**src/rtl/aesctr_ram.sv**
```systemverilog
// Generic single-write, single-read RAM with registered read data.
// No dependencies.
module aesctr_ram #(
	parameter int unsigned Width = 32,
	parameter int unsigned Depth = 60
) (
	input  logic                     clk,
	input  logic                     we,
	input  logic [$clog2(Depth)-1:0] waddr,
	input  logic [Width-1:0]         wdata,
	input  logic [$clog2(Depth)-1:0] raddr,
	output logic [Width-1:0]         rdata
);
	logic [Width-1:0] mem_q [Depth];

	always_ff @(posedge clk) begin
		if (we) begin
			mem_q[waddr] <= wdata;
		end
		rdata <= mem_q[raddr];
	end
endmodule

```
**config.mk**
```make
export PLATFORM = sky130hd
export DESIGN_NAME = aesctr_ram
export DESIGN_NICKNAME = d
export VERILOG_FILES = /design/src/rtl/aesctr_ram.sv
export SDC_FILE = /design/constraint.sdc
export NUM_CORES = 2
export LEC_CHECK = 0
export BUFFER_PORTS_ARGS = -buffer_cell sky130_fd_sc_hd__buf_2
export CAP_MARGIN = 20
export CORE_MARGIN = 2
export CORE_UTILIZATION = 40
export DETAILED_ROUTE_END_ITERATION = 12
export PLACE_DENSITY = 0.63
export SYNTH_ARGS = -nofsm -noshare
export SYNTH_HDL_FRONTEND = slang
export SYNTH_SLANG_ARGS = --single-unit
```
**constraint.sdc**
```tcl
create_clock -name clk -period 3.1 [get_ports clk]
set_input_delay 0 -clock clk [delete_from_list [all_inputs] [get_ports clk]]
set_output_delay 0 -clock clk [all_outputs]
set_load 0.01 [all_outputs]
```
==> tab_implementation.tex <==
\begin{tabular}{lr}
\hline
Metric & Value \\
\hline
\multicolumn{2}{l}{\textbf{Logic synthesis}} \\
\quad Count of state elements after synthesis & 1952 \\
\quad Count of synthesis-stage warnings from yosys & 0 \\
\quad Async set or reset register ratio after synthesis & 0\% \\
\quad Post-synth EDFFs & 1920 \\
\quad Mean area per synthesized cell & 22.6 um2 \\
\quad Most used flip-flop cell after synthesis & edfxtp\_1 \\
\quad Net count of the mapped netlist & 3310 \\
\quad Part of the Yosys area used for sequential elements & 79.0\% \\
\quad Gate Count Post-Synth & 3264 \\
\quad Cell area after synthesis & roughly 0.074 mm2 \\
\quad Distinct cell type count after synthesis & 38 \\
\multicolumn{2}{l}{\textbf{Layout}} \\
\quad Commonest cells after routing, fill and taps aside & edfxtp\_1, mux4\_2, clkbuf\_16, buf\_4, a22oi\_1 \\
\quad Area growth from synthesis to layout & 16.2\% \\
\quad Fraction of layout cells with a size suffix above 1 & 29.7\% \\
\quad Post-layout utilization of the core & 46.8\% \\
\quad Number of filler instances in the final layout & 14900 \\
\quad Post-layout net count & 3661 \\
\quad Leading cell type in the layout, fill and taps excluded & edfxtp\_1 \\
\multicolumn{2}{l}{\textbf{Detailed routing}} \\
\quad Vias/cell & around 5.8 \\
\quad Post-route DRC & 0 \\
\quad Drt total wl & 185000 um \\
\quad Post-DRT Antenna Nets & 0 \\
\quad Total vias in the final route & 35900 \\
\quad Number of DRC markers in iteration 0 & 3905 \\
\quad Routed length per instance & 29.7 um \\
\quad First-pass detailed-route iteration total & 5 \\
\multicolumn{2}{l}{\textbf{STA}} \\
\quad Final period util & 72.8\% \\
\quad Upper clock frequency limit & 0.443 GHz \\
\quad Sum of negative setup slack & 0 ns \\
\quad Worst hold-check slack & $\sim$0.024 ns \\
\quad Final setup viols & 0 \\
\quad Final hold violation count & 0 \\
\quad Final worst clock skew & slightly above 0.02 ns \\
\quad Max Transition Viols Final & 0 \\
\quad Slew at the pin closest to its max-slew limit & 1.12 ns \\
\quad Shortest clock period the worst path allows after layout & 2.26 ns \\
\quad Relative slew margins & around 25\% \\
\quad Unrepaired setup endpoints after global routing & no \\
\multicolumn{2}{l}{\textbf{Clock network}} \\
\quad Clock Latency Late Sink & 0.82 ns \\
\quad Buffer depth of the longest clock path & 3 \\
\quad Post-CTS clock slew at the launch and capture registers of the worst setup and hold paths & 0.07 ns \\
\quad H-tree depth & 4 \\
\quad Num Clock Sinks & between 1500 and 2000 \\
\quad Total CTS buffers & $\sim$180 \\
\quad Cell at the root of the clock tree & clkbuf\_16 \\
\quad CTS tree & yes \\
\quad Post-cts repair resize count & 0 \\
\multicolumn{2}{l}{\textbf{Floorplan}} \\
\quad Number of placement rows & 157 \\
\quad Initial Util & 40.3\% \\
\quad \# IOs & 78 \\
\quad Die X-Extent & 434 um \\
\quad Die Outline Area & 0.188 mm2 \\
\quad Placeable core region & 0.183 mm2 \\
\quad Die extent in y & around 430 um \\
\multicolumn{2}{l}{\textbf{Power and ir drop}} \\
\quad Static leakage power & between 0.02 and 0.03 uW \\
\quad Net switching power figure & $\sim$11000 uW \\
\quad Power density cells & 632 mW/mm2 \\
\quad Internal Pwr Total & 42900 uW \\
\quad Clock group share of total power & 40.9\% \\
\quad VDD IR max & 0.528 mV \\
\quad Share of power burned in combinational logic & about 5.1\% \\
\quad Power share of the sequential group & 54.0\% \\
\quad Total chip power & between 50000 and 60000 uW \\
\quad Switching power as a share of total power & 21.0\% \\
\multicolumn{2}{l}{\textbf{Global routing}} \\
\quad GRT Total Usage & 19.8\% \\
\quad Congestion Overflow GR & 0 \\
\quad Vias in the first global route & 36200 \\
\quad Pin count of the biggest net entering global routing & a little over 60 \\
\quad Initial antenna violation count & 2 \\
\quad Wire length of the first global-routing pass & 265000 um \\
\multicolumn{2}{l}{\textbf{Setup path}} \\
\quad Arrival time worst endpoint & a little under 3 ns \\
\quad Element type at the critical path end & register \\
\quad Critical Path Source Type & register \\
\quad Depth of the worst register-to-register path & 4 \\
\quad Critical-path maximum fanout & 1 \\
\quad Required @ worst endpoint & 3.75 ns \\
\quad Type of the setup path with the least slack & reg2reg \\
\multicolumn{2}{l}{\textbf{Place}} \\
\quad Hpwl dp & 107000 um \\
\quad Final Wtd Congestion & approximately 0.8 \\
\quad Count of input and output buffers & 77 \\
\multicolumn{2}{l}{\textbf{Run}} \\
\quad \# Max-Cap Violations & 0 \\
\multicolumn{2}{l}{\textbf{Worst hold path}} \\
\quad Number of stages on the worst hold path & 2 \\
\quad Worst min-delay path category & in2reg \\
\multicolumn{2}{l}{\textbf{Status}} \\
\quad Result of the run & finished, final reports clean \\
\hline
\end{tabular}
-- cells by family after synthesis --
kind of cell / count (synthesis) / share of synthesized area (%)
multiplexers: 499 / 14.6
flip-flops: 1952 / 79.0
buffers and inverters: 192 / 1.38
AND/OR/NAND/NOR: 237 / 1.45
AO/OA/AOI/OAI: 384 / 3.60
-- cell type report --
class	count	area [um2]	share of cell area, %
Clock inverter	98	890	1.04
Inverter	3	11.3	0.0131
Timing Repair Buffer	354	3510	4.09
Multi-Input combinational cell	1120	15000	17.5
Clock buffer	246	5000	5.83
Antenna cell	1	2.50	0.00292
Tap cell	2464	3080	3.59
Sequential cell	1952	58300	67.9
-- timing repair --
| action | 4_1_cts | 5_1_grt |
|---|---|---|
| hold buffers | 42 | 1 |
| endpoints found under the hold margin | 1760 | 60 |
| buffers inserted | 0 | 0 |
-- stage by stage --
stage	instances	area (um2)	setup slack, ns
finish	6238	85800	0.845
global route	6237	85800	0.846
CTS	6220	85500	0.797
detailed placement	5834	79100	0.305
global placement	5833	79100	0.312
floorplan	3264	73800	0.499
-- worst paths after layout --
path / from / end / slack (ns)
worst max-delay path: mem_q[31][0] / rdata[0] / 0.84
worst min register to register: mem_q[58][17] / rdata[17] / 0.82
worst min-delay path: wdata[25] / mem_q[11][25] / 0.02
worst max register to register: mem_q[31][0] / rdata[0] / 0.84
-- sequential cells by signal, summed over array words and instances, names as in the netlist --
register / count
mem_q: 1920
rdata: 32
-- synthesized netlist by cell type (4+ instances only) --
cell type / instances / area (um2)
clkbuf_1: 91 / 342
a31o_2: 13 / 114
buf_4: 15 / 113
buf_12: 4 / 80.1
nand3_1: 43 / 215
a22oi_1: 109 / 818
a21oi_1: 45 / 225
o21ai_0: 65 / 325
o211ai_1: 32 / 240
a221oi_1: 19 / 166
nor2b_1: 8 / 50.1
a31oi_1: 19 / 119
o211a_1: 19 / 190
mux4_2: 461 / 10400
and3_1: 19 / 119
buf_1: 22 / 82.6
buf_6: 12 / 135
o21a_1: 19 / 143
a22o_1: 26 / 228
mux2i_1: 38 / 380
and2_1: 4 / 25.0
nor2_1: 86 / 323
nand2_1: 62 / 233
buf_2: 42 / 210
edfxtp_1: 1920 / 57700
dfxtp_1: 32 / 641
o21ai_1: 18 / 90.1
-- power groups by stage --
stage | sequential (uW) | clock (uW) | combinational [uW]
after floorplan | 29900 | 0 | 1400
after detailed placement | 29900 | 0 | 2690
after global placement | 29900 | 0 | 2650
after CTS | 29300 | 22500 | 2740
after global routing | 29300 | 23600 | 2920
final | 29300 | 22200 | 2750
-- metal layers --
metal / up-vias / GRT usage, % / share of wire, %
met1: 19500 / 28.2 / 42
met4: 0 / 5.97 / 2.9
met2: 1460 / 31.6 / 48
met5: - / 0 / 0
met3: 287 / 2.97 / 6.6
li1: 14700 / - / -
-- critical path, stage by stage, from the launching register on --
cell and delay [ns]:
edfxtp_1 0.36, mux4_2 0.49, a22o_1 0.27, o21ai_0 0.77, o211ai_1 0.19
Power figures use the tool's default switching activity.
